<file path="config.mk">
export PLATFORM = sky130hd
export DESIGN_NAME = qad_cordic_cell
export DESIGN_NICKNAME = d
export VERILOG_FILES = /design/src/rtl/qad_pkg.sv /design/src/rtl/qad_cordic_cell.sv
export SDC_FILE = /design/constraint.sdc
export NUM_CORES = 1
export LEC_CHECK = 0
export BUFFER_PORTS_ARGS = -buffer_cell sky130_fd_sc_hd__buf_4
export CORE_ASPECT_RATIO = 0.5
export CORE_MARGIN = 3
export CORE_UTILIZATION = 30
export DETAILED_ROUTE_END_ITERATION = 8
export SLEW_MARGIN = 20
export SYNTH_ARGS = -nofsm -noshare
export SYNTH_HDL_FRONTEND = slang
export SYNTH_SLANG_ARGS = --single-unit
</file>
<file path="constraint.sdc">
create_clock -name i_clk -period 9.7 [get_ports i_clk]
set_clock_uncertainty 0.2 [all_clocks]
set_input_delay 1.94 -clock i_clk [delete_from_list [all_inputs] [get_ports i_clk]]
set_output_delay 1.94 -clock i_clk [all_outputs]
set_load 0.005 [all_outputs]
</file>
<file path="src/rtl/qad_pkg.sv">
// ----------------------------------------------------------------------------
// qad_pkg: shared types and constants of the quaternion angular distance unit
// Fixed-point widths of the normalized datapath, the square-root and CORDIC
// cell payloads, and the CORDIC arctangent constants.
// ----------------------------------------------------------------------------
package qad_pkg;

    localparam int COMPONENT_BITS_DEF = 16;
    localparam int CORDIC_STAGES_DEF  = 16;

    // The largest magnitude is normalized so that its top set bit lands here.
    localparam int NORM_TOP     = 29;
    localparam int NORM_BITS    = NORM_TOP + 1;
    localparam int SQRT_IN_BITS = 2 * NORM_BITS + 2;
    localparam int ROOT_BITS    = SQRT_IN_BITS / 2;
    localparam int REM_BITS     = ROOT_BITS + 2;

    // Angle accumulator is Q2.30; x and y need two guard bits over 2^31.
    localparam int ATAN_FRAC    = 30;
    localparam int ATAN_BITS    = 30;
    localparam int CORDIC_BITS  = 34;

    localparam int ANGLE_BITS   = 16;
    localparam int ROUND_BIT    = 14;
    localparam int ANGLE_SHIFT  = 15;
    localparam logic [ANGLE_BITS-1:0] ANGLE_MAX = 16'd51472;

    typedef struct packed {
        logic                    vld;
        logic                    zero;
        logic [SQRT_IN_BITS-1:0] n;
        logic [REM_BITS-1:0]     rem;
        logic [ROOT_BITS-1:0]    root;
        logic [NORM_BITS-1:0]    x;
    } t_sqrt_data;

    typedef struct packed {
        logic                          vld;
        logic                          zero;
        logic signed [CORDIC_BITS-1:0] x;
        logic signed [CORDIC_BITS-1:0] y;
        logic signed [CORDIC_BITS-1:0] z;
    } t_cordic_data;

    // atan(2^-i) in Q2.30, rounded to nearest.
    function automatic logic [ATAN_BITS-1:0] cordic_atan(input int i);
        logic [ATAN_BITS-1:0] res;
        case (i)
            0: res = 30'd843314857;
            1: res = 30'd497837829;
            2: res = 30'd263043837;
            3: res = 30'd133525159;
            4: res = 30'd67021687;
            5: res = 30'd33543516;
            6: res = 30'd16775851;
            7: res = 30'd8388437;
            8: res = 30'd4194283;
            9: res = 30'd2097149;
            default: begin
                if (i <= ATAN_FRAC) begin
                    res = ATAN_BITS'(1) << (ATAN_FRAC - i);
                end else begin
                    res = '0;
                end
            end
        endcase
        return res;
    endfunction

endpackage

</file>
<file path="src/rtl/qad_cordic_cell.sv">
// ----------------------------------------------------------------------------
// qad_cordic_cell: one vectoring CORDIC micro-rotation
// Rotates (x, y) toward the x axis by atan(2^-STAGE) and tracks the angle.
// ----------------------------------------------------------------------------
module qad_cordic_cell #(
    parameter int STAGE = 0
) (
    input  logic                  i_clk,
    input  logic                  i_rst_n,
    input  logic                  i_en,
    input  qad_pkg::t_cordic_data i_d,
    output qad_pkg::t_cordic_data o_d
);
    import qad_pkg::*;

    localparam logic [CORDIC_BITS-1:0] ATAN = CORDIC_BITS'(cordic_atan(STAGE));

    logic signed [CORDIC_BITS-1:0] w_dx;
    logic signed [CORDIC_BITS-1:0] w_dy;
    t_cordic_data                  n_d;
    t_cordic_data                  r_d;

    always_comb begin
        // Arithmetic shifts round toward minus infinity.
        w_dx = $signed(i_d.y) >>> STAGE;
        w_dy = $signed(i_d.x) >>> STAGE;
        n_d  = i_d;
        if (!i_d.y[CORDIC_BITS-1] && (i_d.y != '0)) begin
            n_d.x = i_d.x + w_dx;
            n_d.y = i_d.y - w_dy;
            n_d.z = i_d.z + $signed(ATAN);
        end else begin
            n_d.x = i_d.x - w_dx;
            n_d.y = i_d.y + w_dy;
            n_d.z = i_d.z - $signed(ATAN);
        end
    end

    always_ff @(posedge i_clk) begin
        if (!i_rst_n) begin
            r_d.vld <= 1'b0;
        end else if (i_en) begin
            r_d <= n_d;
        end
    end

    assign o_d = r_d;

endmodule

</file>
==> results of run 1 <==
[area by class of cell]
cell class,count,share of cell area [%]
clock inverters,7,0.549
multi-input cells,976,53.8
flip-flops and latches,103,23.7
clock buffers,9,1.73
repair buffers,213,12.3
well taps,475,4.58
inverters,113,3.27
[logic make-up after synthesis]
group | Yosys count | share of synthesized area, %
and+or+nand+nor | 327 | 15.0
AOI/OAI and AO/OA | 411 | 25.7
adders and majority gates | 135 | 16.0
xor gates and xnor gates | 94 | 7.68
DFF | 103 | 28.8
muxes | 9 | 0.841
buffers and inverters | 159 | 6.04
[power breakdown]
group / total (mW) / internal (mW) / switching [mW] / leakage, nW
Sequential: 0.582 / 0.565 / 0.0163 / 0.966
Clock: 0.387 / 0.201 / 0.186 / 0.145
Combinational: 0.666 / 0.286 / 0.380 / 4.50
[path summary, 6_finish.rpt]
check                           startpoint  endpoint  slack [ps]  depth (start not counted)
worst max register to register    o_d[103]  o_d[103]        8900                          2
worst min-delay path              o_d[103]  o_d[103]         340                          2
worst min register to register    o_d[103]  o_d[103]         340                          2
worst max-delay path               i_d[51]   o_d[31]        3110                         17
[per-layer routing]
metal / part of all wire (%) / up-vias / wire length (um) / global-route usage (%)
li1: - / 4799 / - / -
met1: 42 / 4555 / 14700 / 22.4
met2: 49 / 312 / 17100 / 30.9
met3: 5.4 / 58 / 1880 / 3.41
met4: 3.8 / 0 / 1340 / 7.88
met5: 0 / - / 0 / 0
[critical path, stage by stage]
cell	delay, ps
buf_4	130
nor4_1	690
nand4_1	330
nor2_1	170
a21o_2	470
inv_2	330
ha_1	450
a21oi_2	220
nand2_1	90
a211oi_2	300
a31oi_2	160
a2bb2oi_2	190
a31o_2	300
a31oi_1	250
nor2b_1	270
o21ai_2	80
xor2_1	140
[per-stage QoR]
stage,cells,utilization (%)
floorplan,1238,-
global placement,1880,36.4
detailed placement,1880,36.4
CTS,1896,37.3
global route,1896,37.3
finish,1896,37.3
[placed cells by master, fill, tap and decap left out, drive strengths merged, types with 20 or more instances in the layout]
master and n:
nor2 122, edfxtp 102, inv 111, o21ai 88, nor3 20, nand2 63
nor2b 23, a21o 38, xnor2 79, a21oi 149, buf 213, o21bai 29
ha 131
==> flow_summary_export.csv, run 1 <==
group,metric,value,unit
synthesis,yosysWarnings,0,
cts,root_buffer,"clkbuf_16",
synthesis,avgSynthCellArea,8.66,um^2
sta,post-route-min-period,6590,ps
pwr,power,1.63,mW
synthesis,yosys.cell_count.top_type,"a21oi_1",
grt,grt_pass1_vias,9497,
flow_run,maxCapViolCount,0,
pwr,powerDensity,126,nW/um^2
synthesis,synth_area_leader_cell,"edfxtp_1",
sta,hold_viol,0,
routing,antenna_left,0,
cts,cts.sinks,103,
synthesis,synth_area,10700,um^2
sta,fmax,0.152,GHz
routing,drt_first_pass_iters,5,
synthesis,synth_common_cells,"a21oi_1 (144), ha_1 (131), nor2_1 (121), inv_1 (107), edfxtp_1 (102)",
floorplanning,initial_core_util,30.8,%
synthesis,synth_edf_count,102,
synthesis,synth_top_area_share,28.6,%
sta,slew_headroom,36.1,%
cells_and_area,regArea,3080,um^2
cells_and_area,drive_gt1_share,20.5,%
grt,grt_use_total,18.1,%
cts,cts-buffers-inserted,9,
cts,clk_path_buf_depth,2,
cts,hold_buffers,0,
cells_and_area,multiInputGateArea,6990,um^2
cts,postCtsSetupRepairBufs,0,
cells_and_area,diodes,0,
sta,setup-violations-final,0,
cells_and_area,final_cell_area,13000,um^2
floorplanning,core,34800,um^2
sta,tightestPinTransition,959,ps
synthesis,syn_nets,1480,
place,portBuffers,210,
synthesis,ys_seq_elements,103,
floorplanning,dieArea,38200,um^2
cts,post_cts_resized,0,
synthesis,netlist_top_cells_area,"edfxtp_1 (29%), ha_1 (15%), a21oi_1 (6.7%)",
hold_path,hold_path_class,"flip-flop to flip-flop",
routing,dr_total_vias,9724,
outcome,status,"finished, final reports clean",
sta,finalWorstSetupSlack,3110,ps
cells_and_area,largest_reg_flops,103,
sta,post-route-period-util,68.0,%
setup_path,required,9640,ps
synthesis,ys_async_sr_fraction,0,%
setup_path,cp_max_fo,21,
grt,grt_pass1_wl,54000,um
grt,grt_max_degree,70,
place,globalplace.congestion,0.929,
floorplanning,fp-row-count,48,
setup_path,crit_type,"input pin to flip-flop",
synthesis,synthFlopType,"edfxtp_1",
grt,overflow,0,
sta,finalSetupTns,0,ps
setup_path,arrival,6530,ps
synthesis,syn_inst,1238,
routing,drt_iter0_markers,756,
floorplanning,die_h,140,um
cells_and_area,nets,1658,
place,hpwl,27900,um
synthesis,synth.distinct_cells,91,
sta,drv_slew,0,
place,pre_cts_ws,2640,ps
place,place_area,12700,um^2
floorplanning,die_width,273,um
routing,detail_route.wl_per_cell,18.5,um
cts,htreeDepth,3,
routing,via_per_inst,5.13,
synthesis,ys_seq_area_share,28.8,%
floorplanning,ios,211,
cts,insertion_delay,380,ps
routing,drt-total-wl,35000,um
cells_and_area,area_growth_syn_to_layout,21.2,%
grt,grt_antenna_before_repair,0,
routing,drc,0,
sta,hold_slack,342,ps
pwr,total_leakage_power,5.61,nW
cells_and_area,fillers,3655,
setup_path,endpoint_kind,"flip-flop",
cts,clkSlewWorstSetupHoldPaths,80,ps
setup_path,startpoint_type,"input pin",
cts,cts_tree,"built",
pwr,ir_drop,0.0918,mV
sta,grt_setup_unrepaired,"false",
Note: power is estimated with default switching activity, not from simulation.
==> run 2: changes to the inputs <==
==> constraint.sdc (replaced) <==
create_clock -name i_clk -period 6.35 [get_ports i_clk]
set_clock_uncertainty 0.2 [all_clocks]
set_input_delay 1.27 -clock i_clk [delete_from_list [all_inputs] [get_ports i_clk]]
set_output_delay 1.27 -clock i_clk [all_outputs]
set_load 0.005 [all_outputs]
==> run 2 against run 1 <==
First-iteration DRC count is 3.0% higher. Global-route usage shrank 0.054 points. Critical path type unchanged. Hold slack improved by 8.4 ps. Critical endpoint unchanged.
==> flow_summary_export.csv, run 2 (synthesized netlist as in run 1, its figures left out) <==
group,metric,value,unit
cells_and_area,mostFrequentLayoutCells,"buf_4 (216), a21oi_1 (144), ha_1 (131), nor2_1 (121), inv_1 (106)",
grt,grt_use_total,18.1,%
cts,cts-buffers-inserted,9,
routing,drt_iter0_markers,779,
cells_and_area,largest_reg_flops,103,
pwr,power_frac_comb,39.8,%
setup_path,cp_max_fo,13,
routing,drt_first_pass_iters,5,
sta,fmax,0.185,GHz
sta,hold_viol,0,
floorplanning,die_h,140,um
setup_path,crit_type,"input pin to flip-flop",
grt,grt_pass1_vias,9509,
pwr,powerDensity,196,nW/um^2
routing,drt-total-wl,35000,um
pwr,total_leakage_power,5.63,nW
cts,clk_path_buf_depth,2,
routing,dr_total_vias,9770,
floorplanning,fp-row-count,48,
sta,grt_setup_unrepaired,"false",
floorplanning,dieArea,38200,um^2
sta,drv_slew,0,
place,portBuffers,210,
cts,hold_buffers,0,
grt,grt_max_degree,69,
sta,finalSetupTns,0,ps
cells_and_area,drive_gt1_share,20.7,%
outcome,status,"finished, final reports clean",
grt,grt_pass1_wl,54100,um
grt,grt_antenna_before_repair,0,
cts,post_cts_resized,0,
cts,root_buffer,"clkbuf_16",
pwr,clkPwrFrac,25.4,%
sta,slew_headroom,39.2,%
sta,tightestPinTransition,913,ps
sta,post-route-min-period,5390,ps
setup_path,arrival,5340,ps
floorplanning,initial_core_util,30.8,%
cts,postCtsSetupRepairBufs,0,
pwr,pwr-share-seq,34.7,%
cells_and_area,diodes,0,
sta,setup-violations-final,0,
floorplanning,die_width,273,um
cts,insertion_delay,380,ps
routing,drc,0,
cells_and_area,final_common_cell,"buf_4",
routing,via_per_inst,5.14,
routing,antenna_left,0,
pwr,p_sw,0.906,mW
setup_path,startpoint_type,"input pin",
setup_path,required,6300,ps
pwr,ir_drop,0.136,mV
place,hpwl,27900,um
sta,post-route-period-util,84.9,%
cts,cts.sinks,103,
cts,htreeDepth,3,
place,globalplace.congestion,0.927,
routing,detail_route.wl_per_cell,18.4,um
cts,clkSlewWorstSetupHoldPaths,80,ps
cts,cts_tree,"built",
pwr,power,2.56,mW
setup_path,endpoint_kind,"flip-flop",
cells_and_area,nets,1661,
floorplanning,core,34800,um^2
cells_and_area,area_growth_syn_to_layout,21.7,%
grt,overflow,0,
hold_path,hold_path_class,"flip-flop to flip-flop",
pwr,p_int,1.65,mW
flow_run,maxCapViolCount,0,
floorplanning,ios,211,
pwr,switching_share,35.4,%
==> run 2: worst max-delay path: stages <==
cell,delay [ps]
buf_4,130
nor4_1,690
nand4_1,300
nor2_1,170
a21o_2,190
inv_2,150
ha_1,400
a21oi_2,240
nand2_1,90
a211oi_2,310
a31oi_2,160
a2bb2oi_2,190
a31o_2,300
a31oi_1,240
nor2b_1,270
o21ai_2,80
xor2_1,140
==> run 2: power by group through the flow <==
| stage | Clock (mW) | Sequential [mW] | Combinational (mW) |
|---|---|---|---|
| 3_3_place_gp | 0 | 0.905 | 1.01 |
| 4_1_cts | 0.673 | 0.890 | 1.01 |
| 2_1_floorplan | 0 | 0.909 | 0.631 |
| 3_5_place_dp | 0 | 0.905 | 1.01 |
| 6_report | 0.650 | 0.888 | 1.02 |
| 5_1_grt | 0.696 | 0.896 | 1.12 |
==> run 2: metrics by stage <==
step           instances  area, um^2  utilization, %  worst slack, ps  hold slack (ps)
6_report            1899       13000            37.4              958              350
5_1_grt             1899       13000            37.4              706              404
4_1_cts             1899       13000            37.4              895              351
3_5_place_dp        1883       12700            36.5              485              329
3_3_place_gp        1883       12700            36.5              576              323
2_1_floorplan       1238       10700               -              924              307
==> run 2: per-layer routing <==
metal	up-vias	share of wire (%)	wire length (um)	global-route usage, %
met3	26	5.2	1830	3.24
met4	0	1.5	541	3.78
met1	4638	43	14900	23.0
met5	-	0	0	0
met2	286	51	17700	32.1
li1	4820	-	-	-
==> run 2: final cells by class <==
type                       count  area (um^2)
inverter                     113          424
fill                        3601        21800
tap                          475          594
timing repair buffer         216         1620
clock inverter                 7          104
multi-input combinational    976         6990
clock buffer                   9          225
sequential                   103         3080
==> run 2: path summary, 6_finish.rpt <==
check        endpoint  startpoint  cells past startpoint  slack [ps]
max           o_d[31]     i_d[54]                     17         960
max reg2reg  o_d[103]    o_d[103]                      2        5530
min          o_d[103]    o_d[103]                      2         350
min reg2reg  o_d[103]    o_d[103]                      2         350
