[src/rtl/qad_pkg.sv]
// ----------------------------------------------------------------------------
// qad_pkg: shared types and constants of the quaternion angular distance unit
// Fixed-point widths of the normalized datapath, the square-root and CORDIC
// cell payloads, and the CORDIC arctangent constants.
// ----------------------------------------------------------------------------
package qad_pkg;

    localparam int COMPONENT_BITS_DEF = 16;
    localparam int CORDIC_STAGES_DEF  = 16;

    // The largest magnitude is normalized so that its top set bit lands here.
    localparam int NORM_TOP     = 29;
    localparam int NORM_BITS    = NORM_TOP + 1;
    localparam int SQRT_IN_BITS = 2 * NORM_BITS + 2;
    localparam int ROOT_BITS    = SQRT_IN_BITS / 2;
    localparam int REM_BITS     = ROOT_BITS + 2;

    // Angle accumulator is Q2.30; x and y need two guard bits over 2^31.
    localparam int ATAN_FRAC    = 30;
    localparam int ATAN_BITS    = 30;
    localparam int CORDIC_BITS  = 34;

    localparam int ANGLE_BITS   = 16;
    localparam int ROUND_BIT    = 14;
    localparam int ANGLE_SHIFT  = 15;
    localparam logic [ANGLE_BITS-1:0] ANGLE_MAX = 16'd51472;

    typedef struct packed {
        logic                    vld;
        logic                    zero;
        logic [SQRT_IN_BITS-1:0] n;
        logic [REM_BITS-1:0]     rem;
        logic [ROOT_BITS-1:0]    root;
        logic [NORM_BITS-1:0]    x;
    } t_sqrt_data;

    typedef struct packed {
        logic                          vld;
        logic                          zero;
        logic signed [CORDIC_BITS-1:0] x;
        logic signed [CORDIC_BITS-1:0] y;
        logic signed [CORDIC_BITS-1:0] z;
    } t_cordic_data;

    // atan(2^-i) in Q2.30, rounded to nearest.
    function automatic logic [ATAN_BITS-1:0] cordic_atan(input int i);
        logic [ATAN_BITS-1:0] res;
        case (i)
            0: res = 30'd843314857;
            1: res = 30'd497837829;
            2: res = 30'd263043837;
            3: res = 30'd133525159;
            4: res = 30'd67021687;
            5: res = 30'd33543516;
            6: res = 30'd16775851;
            7: res = 30'd8388437;
            8: res = 30'd4194283;
            9: res = 30'd2097149;
            default: begin
                if (i <= ATAN_FRAC) begin
                    res = ATAN_BITS'(1) << (ATAN_FRAC - i);
                end else begin
                    res = '0;
                end
            end
        endcase
        return res;
    endfunction

endpackage

[src/rtl/qad_sqrt_cell.sv]
// ----------------------------------------------------------------------------
// qad_sqrt_cell: one digit of the pipelined integer square root
// Brings in the next two radicand bits and decides one root bit.
// ----------------------------------------------------------------------------
module qad_sqrt_cell (
    input  logic                i_clk,
    input  logic                i_rst_n,
    input  logic                i_en,
    input  qad_pkg::t_sqrt_data i_d,
    output qad_pkg::t_sqrt_data o_d
);
    import qad_pkg::*;

    logic [REM_BITS+1:0] w_cur;
    logic [REM_BITS+1:0] w_trial;
    logic [REM_BITS+1:0] w_diff;
    t_sqrt_data          n_d;
    t_sqrt_data          r_d;

    always_comb begin
        w_cur   = {i_d.rem, i_d.n[SQRT_IN_BITS-1 -: 2]};
        w_trial = {2'b00, i_d.root, 2'b01};
        w_diff  = w_cur - w_trial;
        n_d     = i_d;
        n_d.n   = {i_d.n[SQRT_IN_BITS-3:0], 2'b00};
        if (w_cur >= w_trial) begin
            n_d.rem  = w_diff[REM_BITS-1:0];
            n_d.root = {i_d.root[ROOT_BITS-2:0], 1'b1};
        end else begin
            n_d.rem  = w_cur[REM_BITS-1:0];
            n_d.root = {i_d.root[ROOT_BITS-2:0], 1'b0};
        end
    end

    always_ff @(posedge i_clk) begin
        if (!i_rst_n) begin
            r_d.vld <= 1'b0;
        end else if (i_en) begin
            r_d <= n_d;
        end
    end

    assign o_d = r_d;

endmodule

[config.mk]
export PLATFORM = sky130hd
export DESIGN_NAME = qad_sqrt_cell
export DESIGN_NICKNAME = d
export VERILOG_FILES = /design/src/rtl/qad_pkg.sv /design/src/rtl/qad_sqrt_cell.sv
export SDC_FILE = /design/constraint.sdc
export NUM_CORES = 1
export LEC_CHECK = 0
export BUFFER_PORTS_ARGS = -buffer_cell sky130_fd_sc_hd__buf_2
export CORE_MARGIN = 10
export CORE_UTILIZATION = 30
export CTS_BUF_LIST = sky130_fd_sc_hd__clkbuf_8
export CTS_CLUSTER_SIZE = 40
export DETAILED_ROUTE_END_ITERATION = 6
export PLACE_DENSITY = 0.52
export SKIP_CTS_REPAIR_TIMING = 1
export SLEW_MARGIN = 20
export SYNTH_ARGS = -nofsm -noshare
export SYNTH_HDL_FRONTEND = slang
export SYNTH_SLANG_ARGS = --single-unit
[constraint.sdc]
create_clock -name i_clk -period 7.75 [get_ports i_clk]
set_input_delay 1.1625 -clock i_clk [delete_from_list [all_inputs] [get_ports i_clk]]
set_output_delay 1.1625 -clock i_clk [all_outputs]
set_load 0.01 [all_outputs]
==> results of run 1 <==
==> area by class of cell <==
class / count / area [sq um]
Tap cell: 319 / 399
Fill cell: 2373 / 14000
Antenna cell: 1 / 2.50
Sequential cell: 156 / 4670
Clock inverter: 14 / 178
Inverter: 44 / 165
Timing Repair Buffer: 318 / 1620
Clock buffer: 17 / 234
Multi-Input combinational cell: 331 / 2310
==> cells in the mapped netlist, types with 7 or more instances <==
cell type  number
ha_1           33
a21oi_1        40
edfxtp_1      155
nand2_1        26
a21oi_2        17
xnor2_1        13
nand3_1        15
nor2_1         45
o21ai_0        18
xor2_1         15
nor3_1         10
inv_1          43
a21o_1          7
==> power groups by stage <==
stage,Combinational [uW],Clock (uW),Sequential [uW]
after floorplan,197,0,1080
after global placement,394,0,1040
after detailed placement,395,0,1040
after CTS,398,679,1020
after global routing,435,714,1030
final,391,654,1020
==> cell families after synthesis <==
kind of cell,Yosys count,synth area share
DFF,156,0.644
and+or+nand+nor,131,0.0893
AOI/OAI and AO/OA,130,0.126
buffers and inverters,59,0.0386
adders and majority gates,33,0.0569
xor gates and xnor gates,28,0.0338
muxes,7,0.0112
other,1,0.000517
==> per-stage QoR <==
| step | setup slack, ns | total power, uW |
|---|---|---|
| 2_1_floorplan | 2.52 | 1280 |
| 3_3_place_gp | 3.41 | 1430 |
| 3_5_place_dp | 3.35 | 1430 |
| 4_1_cts | 3.82 | 2100 |
| 5_1_grt | 3.56 | 2170 |
| 6_report | 3.82 | 2060 |
==> worst min-delay path, cell delays in order, from the launching register on <==
cell and delay [ns]:
dfxtp_1 0.32, mux2i_1 0.11, nor2b_1 0.06
==> layer usage <==
metal | GRT usage | share of wire
met4 | 0.0381 | 0.0088
met2 | 0.266 | 0.50
met5 | 0 | 0.0014
met1 | 0.168 | 0.41
met3 | 0.0521 | 0.079
==> how the worst min path moves through the flow <==
stage | start | end | slack (ns) | depth (start not counted)
final | o_d[157]$_SDFFE_PN0P_ | o_d[157]$_SDFFE_PN0P_ | 0.53 | 2
after floorplan | o_d[157]$_SDFFE_PN0P_ | o_d[157]$_SDFFE_PN0P_ | 0.54 | 2
after global routing | o_d[157]$_SDFFE_PN0P_ | o_d[157]$_SDFFE_PN0P_ | 0.56 | 2
after CTS | o_d[157]$_SDFFE_PN0P_ | o_d[157]$_SDFFE_PN0P_ | 0.53 | 2
after global placement | o_d[157]$_SDFFE_PN0P_ | o_d[157]$_SDFFE_PN0P_ | 0.50 | 2
after detailed placement | o_d[157]$_SDFFE_PN0P_ | o_d[157]$_SDFFE_PN0P_ | 0.52 | 2
==> summary.txt, run 1 <==
Final layout
  – Most frequent cells in the layout: 316 x buf_2, 155 x edfxtp_1, 45 x nor2_1
  – Area delta synth->final: 32.0%
  – Cell Count, Final, Fillers Out: 1,200
  – Commonest non-fill, non-tap cell in the layout: buf_2
  – Nets: 1,062
  – Layout cell share with drive strength beyond 1: 0.435
  – Largest register FFs: 156
  – Post-route design area: 9580 sq um
  – Util after Layout: 0.406

Synth
  – Register area share after synthesis: 0.644
  – Post-synth top area share: 0.641
  – Post-synthesis average cell area: 13.3 sq um
  – Synth area leader: edfxtp_1
  – Library cells used by synthesis: 63
  – Asr flop ratio synth: 0
  – Post-synth EDFFs: 155
  – Mapped Area: 7260 sq um
  – Synth Flop Type: edfxtp_1
  – Synth warn: 0
  – Cells after Synth: 545
  – Synth Register Bits: 156
  – Area contributors post-synth: edfxtp_1 64%, ha_1 5.7%, a21oi_1 2.8%

Clocking
  – Max clock buf depth: 2
  – H-tree depth: 4
  – Clock Pin Slew Worst Setup and Hold Paths: 0.09 ns
  – CTS tree: yes
  – Root Buffer: clkbuf_8
  – Worst-Skew Late Latency: 0.43 ns
  – CTS Buf Count: 17
  – Clk sink count: 156

Critical path
  – Largest stage delay, worst path: 0.70 ns
  – Crit path capture: o_d[65]$_DFFE_PP_
  – Stages on the worst setup path: 10
  – Arrival time at the worst endpoint: 4.12 ns
  – CP Launch Type: input pin
  – Crit-path slowest cell: a21bo_4
  – Register-to-Register Path Depth: 2
  – CP endpoint kind: flip-flop
  – Crit-path leading delay family: compound AO/OA/AOI/OAI gates
  – WP data required: 7.94 ns
  – CP startpoint: i_d[54]
  – WP buf/inv: 3
  – Worst-path maximum fanout: 56
  – Critical R2R Capture: o_d[157]$_SDFFE_PN0P_
  – Critical path class: input pin to flip-flop
  – R2R Setup Slk: 7.16 ns
  – Worst-path cell chain: buf_2 -> inv_1 -> ha_1 -> inv_2 -> nor3_1 -> and3_1 -> nand2_1 -> o31a_1 -> a21bo_4 -> mux2_1
  – Reg2reg start: o_d[157]$_SDFFE_PN0P_

STA
  – Final setup viols: 0
  – Minimum clock period: 3.93 ns
  – Final Hold Viols: 0
  – Crit share post-route: 0.507
  – Hold WS: 0.527 ns
  – Pins over their slew limit: 0
  – Slew Limit Headroom: 0.345
  – Setup TNS: 0 ns
  – Highest Clock Rate: 0.254 GHz
  – Unrepaired setup endpoints after global routing: false
  – Worst slew pin tran: 0.983 ns
  – Clock skew: 0 ns

Die
  – Die ar.: 30,800 sq um
  – # rows: 56
  – Core area: 23,600 sq um
  – Initial Utilization: 0.307
  – Height of the die: 176 microns
  – DIE WIDTH: 176 microns
  – # IOs: 319

Place
  – Placed Area: 9140 sq um
  – Gp weighted congestion: 0.780
  – DP HPWL: 19.0 mm
  – PortBufs: 316
  – Post-Place Cells: 1,167

Routing
  – Post-route ant nets: 0
  – Avg Vias per Cell: 4.56
  – Initial DRC count: 300
  – Pre-antenna DRT Iters: 4
  – WL per Instance: 19.9 microns
  – Vias: 5,476
  – DRT Wirelength: 23.9 mm
  – Final routed DRC violation total: 0

Power
  – Clock share of power: 0.317
  – Psw: 600 uW
  – Combinational group share of total power: 0.189
  – Cell-internal power: 1460 uW
  – Pleak: 0.00409 uW
  – Net Sw Frac: 0.290
  – Seq pwr share: 0.494
  – Pwr dens: 216 nW/um^2
  – Peak supply drop: 0.0944 mV

GRT
  – Initial antenna violation count: 3
  – Gr usage total: 0.150
  – Vias in the first global route: 5,508
  – Grt ovf: 0
  – First-pass GRT wire length: 35.0 mm
  – Largest net degree at the start of global routing: 82

Outcome
  – Status: finished, final reports clean

Flow run
  – Maxcap violations: 0

Min path
  – Hold Path Class: flip-flop to flip-flop
No activity file was read; power rests on OpenSTA's default activity.
==> run 2: changes to the inputs <==
--- a/config.mk
+++ b/config.mk
@@ -11,7 +11,7 @@
 export CTS_BUF_LIST = sky130_fd_sc_hd__clkbuf_8
 export CTS_CLUSTER_SIZE = 40
 export DETAILED_ROUTE_END_ITERATION = 6
-export PLACE_DENSITY = 0.52
+export PLACE_DENSITY = 0.54
 export SKIP_CTS_REPAIR_TIMING = 1
 export SLEW_MARGIN = 20
 export SYNTH_ARGS = -nofsm -noshare
==> constraint.sdc (replaced) <==
create_clock -name i_clk -period 3.4 [get_ports i_clk]
set_input_delay 0.51 -clock i_clk [delete_from_list [all_inputs] [get_ports i_clk]]
set_output_delay 0.51 -clock i_clk [all_outputs]
set_load 0.01 [all_outputs]
==> run 2 against run 1 <==
  * Sequential power is 130% higher
  * First-iteration DRC count is 5.7% lower
  * Design area grew 1.4%
  * Critical path depth increased by 1
  * Via count rose by 2.8%
  * Worst setup slack got worse by 3.3 ns
  * Core utilization is 0.58 points higher
  * Sequential share of layout area decreased by 0.69 points
  * Global-route usage is 0.087 points higher
  * Die area unchanged
  * Wire length up 1.4%
==> summary.txt, run 2 (synthesis gave the netlist of run 1 again) <==
Flow run
  – Maxcap violations: 0

Final layout
  – Commonest non-fill, non-tap cell in the layout: buf_2
  – Util after Layout: 0.411
  – Register Area: 4670 sq um
  – Multi-input gate area: 2310 sq um
  – Cell Count, Final, Fillers Out: 1,225
  – Post-route design area: 9710 sq um
  – Fillers: 2,309
  – Most frequent cells in the layout: 316 x buf_2, 155 x edfxtp_1, 45 x nor2_1
  – Layout cell share with drive strength beyond 1: 0.448
  – Nets: 1,083
  – Largest register FFs: 156
  – Area delta synth->final: 33.9%

Clocking
  – Max clock buf depth: 2
  – CTS tree: yes
  – H-tree depth: 4
  – Clk sink count: 156
  – Root Buffer: clkbuf_8
  – CTS Buf Count: 17
  – Worst-Skew Late Latency: 0.45 ns
  – Clock Pin Slew Worst Setup and Hold Paths: 0.11 ns

Power
  – Pwr dens: 482 nW/um^2
  – Psw: 1390 uW
  – Pleak: 0.00417 uW
  – Combinational group share of total power: 0.198
  – Clock share of power: 0.306
  – Seq pwr share: 0.496
  – Net Sw Frac: 0.297
  – Cell-internal power: 3290 uW
  – Peak supply drop: 0.232 mV

Place
  – DP HPWL: 19.2 mm
  – Placed Area: 9310 sq um
  – Post-Place Cells: 1,189
  – Gp weighted congestion: 0.801
  – PortBufs: 316

Critical path
  – Register-to-Register Path Depth: 2
  – Stages on the worst setup path: 11
  – Critical path class: input pin to flip-flop
  – Critical R2R Capture: o_d[157]$_SDFFE_PN0P_
  – Worst-path cell chain: buf_2 -> inv_1 -> ha_1 -> nand4_2 -> a2111oi_2 -> or4_4 -> a31oi_4 -> o31ai_1 -> a21boi_1 -> xor2_1 -> a21oi_2
  – Largest stage delay, worst path: 0.69 ns
  – CP endpoint kind: flip-flop
  – Crit-path slowest cell: o31ai_1
  – R2R Setup Slk: 2.80 ns
  – Reg2reg start: o_d[157]$_SDFFE_PN0P_
  – Crit-path leading delay family: compound AO/OA/AOI/OAI gates
  – WP buf/inv: 2
  – WP data required: 3.61 ns
  – Crit path capture: o_d[83]$_DFFE_PP_
  – CP startpoint: i_d[35]
  – CP Launch Type: input pin
  – Arrival time at the worst endpoint: 3.12 ns
  – Worst-path maximum fanout: 7

Die
  – Initial Utilization: 0.307
  – Die ar.: 30,800 sq um
  – DIE WIDTH: 176 microns
  – Core area: 23,600 sq um
  – # rows: 56
  – Height of the die: 176 microns
  – # IOs: 319

GRT
  – First-pass GRT wire length: 35.3 mm
  – Gr usage total: 0.151
  – Initial antenna violation count: 4
  – Largest net degree at the start of global routing: 156
  – Grt ovf: 0
  – Vias in the first global route: 5,686

STA
  – Slew Limit Headroom: 0.410
  – Minimum clock period: 2.91 ns
  – Final setup viols: 0
  – Clock skew: 0 ns
  – Setup TNS: 0 ns
  – Unrepaired setup endpoints after global routing: false
  – Pins over their slew limit: 0
  – Hold WS: 0.224 ns
  – Final Hold Viols: 0
  – Worst slew pin tran: 0.885 ns
  – Highest Clock Rate: 0.344 GHz
  – Crit share post-route: 0.856

Routing
  – WL per Instance: 19.8 microns
  – Post-route ant nets: 0
  – Vias: 5,630
  – Initial DRC count: 283
  – DRT Wirelength: 24.2 mm
  – Avg Vias per Cell: 4.60
  – Pre-antenna DRT Iters: 4
  – Final routed DRC violation total: 0

Min path
  – Hold path depth: 1
  – Hold Path Class: input pin to flip-flop

Outcome
  – Status: finished, final reports clean
## run 2: cell types whose count changed in the layout (fill, tap and decap cells not counted), sizes merged
cell	previous run	this run
clkinv	4	2
clkinvlp	2	3
buf	318	339
diode	1	4
bufinv	2	1
inv	50	53
## run 2: worst min-delay path by stage
stage | slack [ns] | from | end
4_1_cts | 0.18 | i_d[98] | o_d[100]$_DFFE_PP_
5_1_grt | 0.18 | i_d[137] | o_d[139]$_DFFE_PP_
6_report | 0.22 | i_d[98] | o_d[100]$_DFFE_PP_
2_1_floorplan | 0.54 | o_d[157]$_SDFFE_PN0P_ | o_d[157]$_SDFFE_PN0P_
3_3_place_gp | 0.51 | o_d[157]$_SDFFE_PN0P_ | o_d[157]$_SDFFE_PN0P_
3_5_place_dp | 0.53 | o_d[157]$_SDFFE_PN0P_ | o_d[157]$_SDFFE_PN0P_
## run 2: per-stage QoR
stage               worst slack [ns]  power [uW]
finish                         0.489        4680
global route                   0.282        4930
CTS                            0.512        4750
detailed placement            0.0207        3300
global placement             -0.0325        3290
floorplan                      0.495        2910
## run 2: power groups by stage
stage          Sequential (uW)  Clock [uW]  Combinational, uW
5_1_grt                   2340        1570               1020
6_report                  2320        1430                925
4_1_cts                   2330        1490                938
3_5_place_dp              2370           0                934
3_3_place_gp              2370           0                927
2_1_floorplan             2460           0                450
## run 2: cell type report
type | count | area share
multi-input combinational | 331 | 0.238
tap | 319 | 0.0411
sequential | 156 | 0.481
antenna | 4 | 0.00103
inverter | 44 | 0.0170
clock buffer | 17 | 0.0241
clock inverter | 15 | 0.0161
timing repair buffer | 339 | 0.182
## run 2: per-layer routing
metal,GRT usage,routed length (microns)
met1,0.174,9830
met2,0.258,12000
met3,0.0525,2090
met4,0.0459,306
met5,0,27
==> run 3: changes to the inputs <==
--- a/config.mk
+++ b/config.mk
@@ -12,6 +12,7 @@
 export CTS_CLUSTER_SIZE = 40
 export DETAILED_ROUTE_END_ITERATION = 6
 export PLACE_DENSITY = 0.54
+export REMOVE_ABC_BUFFERS = 1
 export SKIP_CTS_REPAIR_TIMING = 1
 export SLEW_MARGIN = 20
 export SYNTH_ARGS = -nofsm -noshare
==> run 3 against run 2 <==
  * Clock power hardly changed
  * Non-clock buffer count stayed put
  * Global-route usage is 0.44 points higher
  * Register-to-register slack hardly changed
  * Hold slack better by 0.0082 ns
  * Final cell count is 0.24% lower
  * Worst setup slack worse by 0.073 ns
  * Core utilization hardly changed
  * Combinational power is 0.5% higher
==> summary.txt, run 3 (synthesis gave the netlist of run 1 again) <==
Outcome
  – Status: finished, final reports clean

Critical path
  – CP Launch Type: input pin
  – Critical path class: input pin to flip-flop
  – CP endpoint kind: flip-flop
  – Worst-path maximum fanout: 7
  – Arrival time at the worst endpoint: 3.17 ns
  – WP data required: 3.59 ns

Routing
  – Pre-antenna DRT Iters: 4
  – Vias: 5,591
  – Avg Vias per Cell: 4.58
  – WL per Instance: 20.1 microns
  – Initial DRC count: 393
  – Post-route ant nets: 0
  – DRT Wirelength: 24.6 mm
  – Final routed DRC violation total: 0

Final layout
  – Nets: 1,083
  – Most frequent cells in the layout: 316 x buf_2, 155 x edfxtp_1, 45 x nor2_1
  – Cell Count, Final, Fillers Out: 1,222
  – Largest register FFs: 156
  – Commonest non-fill, non-tap cell in the layout: buf_2
  – Area delta synth->final: 34.0%
  – Util after Layout: 0.412
  – Layout cell share with drive strength beyond 1: 0.448

STA
  – Clock skew: 0 ns
  – Final worst slack: 0.416 ns
  – Slew Limit Headroom: 0.461
  – Crit share post-route: 0.878
  – Worst slew pin tran: 0.801 ns
  – Final setup viols: 0
  – Final Hold Viols: 0
  – Unrepaired setup endpoints after global routing: false
  – Highest Clock Rate: 0.335 GHz
  – Minimum clock period: 2.98 ns
  – Pins over their slew limit: 0

Clocking
  – Clock Pin Slew Worst Setup and Hold Paths: 0.10 ns
  – CTS Buf Count: 17
  – Worst-Skew Late Latency: 0.44 ns
  – Root Buffer: clkbuf_8
  – Max clock buf depth: 2
  – H-tree depth: 4
  – Clk sink count: 156
  – CTS tree: yes

Place
  – Gp weighted congestion: 0.826
  – DP HPWL: 20.1 mm
  – PortBufs: 316
  – Post-place setup slack: -0.0476 ns
  – Post-Place Cells: 1,189

Die
  – Die ar.: 30,800 sq um
  – # IOs: 319
  – Initial Utilization: 0.307
  – DIE WIDTH: 176 microns
  – Height of the die: 176 microns
  – Core area: 23,600 sq um
  – # rows: 56

GRT
  – Largest net degree at the start of global routing: 86
  – Gr usage total: 0.155
  – Vias in the first global route: 5,771
  – First-pass GRT wire length: 36.0 mm
  – Grt ovf: 0
  – Initial antenna violation count: 4

Power
  – Total power: 4670 uW
  – Pwr dens: 481 nW/um^2
  – Pleak: 0.00418 uW
  – Peak supply drop: 0.235 mV

Flow run
  – Maxcap violations: 0

Min path
  – Hold Path Class: input pin to flip-flop
-- run 3: changes by cell type in the layout (fill, tap and decap cells not counted), sizes merged --
cell	before	now
clkinv	2	4
diode	4	1
inv	53	52
clkinvlp	3	2
-- run 3: report_power, final --
group | switching (uW) | internal (uW)
sequential | 32.7 | 2290
clock | 809 | 608
combinational | 539 | 391
-- run 3: final timing paths --
kind                               from                    end  slack (ns)  cells after the start
setup / recovery                i_d[36]      o_d[91]$_DFFE_PP_        0.42                     11
hold / removal                  i_d[25]      o_d[25]$_DFFE_PP_        0.23                      1
setup reg to reg  o_d[157]$_SDFFE_PN0P_  o_d[157]$_SDFFE_PN0P_        2.80                      2
hold reg to reg   o_d[157]$_SDFFE_PN0P_  o_d[157]$_SDFFE_PN0P_        0.54                      2
-- run 3: routing by layer --
metal | up-vias | share of wire | global-route usage
met5 | - | 0.0023 | 0
met4 | 8 | 0.0069 | 0.0318
met3 | 21 | 0.082 | 0.0558
met2 | 206 | 0.51 | 0.274
met1 | 2621 | 0.40 | 0.177
li1 | 2735 | - | -
-- run 3: critical path: stages --
cell and delay [ns]:
buf_2 0.10, inv_1 0.05, ha_1 0.42, nand4_2 0.17, a2111oi_2 0.38, or4_4 0.22
a31oi_4 0.11, o31ai_1 0.67, a21oi_1 0.23, xor2_1 0.24, a21oi_2 0.08
-- run 3: cell type report --
type | instances | area (sq um)
fill | 2292 | 13900
inverter | 44 | 165
multi-input combinational | 331 | 2310
tap | 319 | 399
antenna | 1 | 2.50
timing repair buffer | 339 | 1780
clock inverter | 15 | 159
sequential | 156 | 4670
clock buffer | 17 | 234
-- run 3: stage by stage --
stage | hold WS, ns | setup TNS [ns] | instance area, sq um
6_report | 0.232 | 0 | 9720
5_1_grt | 0.179 | 0 | 9720
2_1_floorplan | 0.538 | -182.47 | 7150
4_1_cts | 0.189 | 0 | 9720
3_5_place_dp | 0.533 | -0.0476 | 9330
3_3_place_gp | 0.513 | 0 | 9330
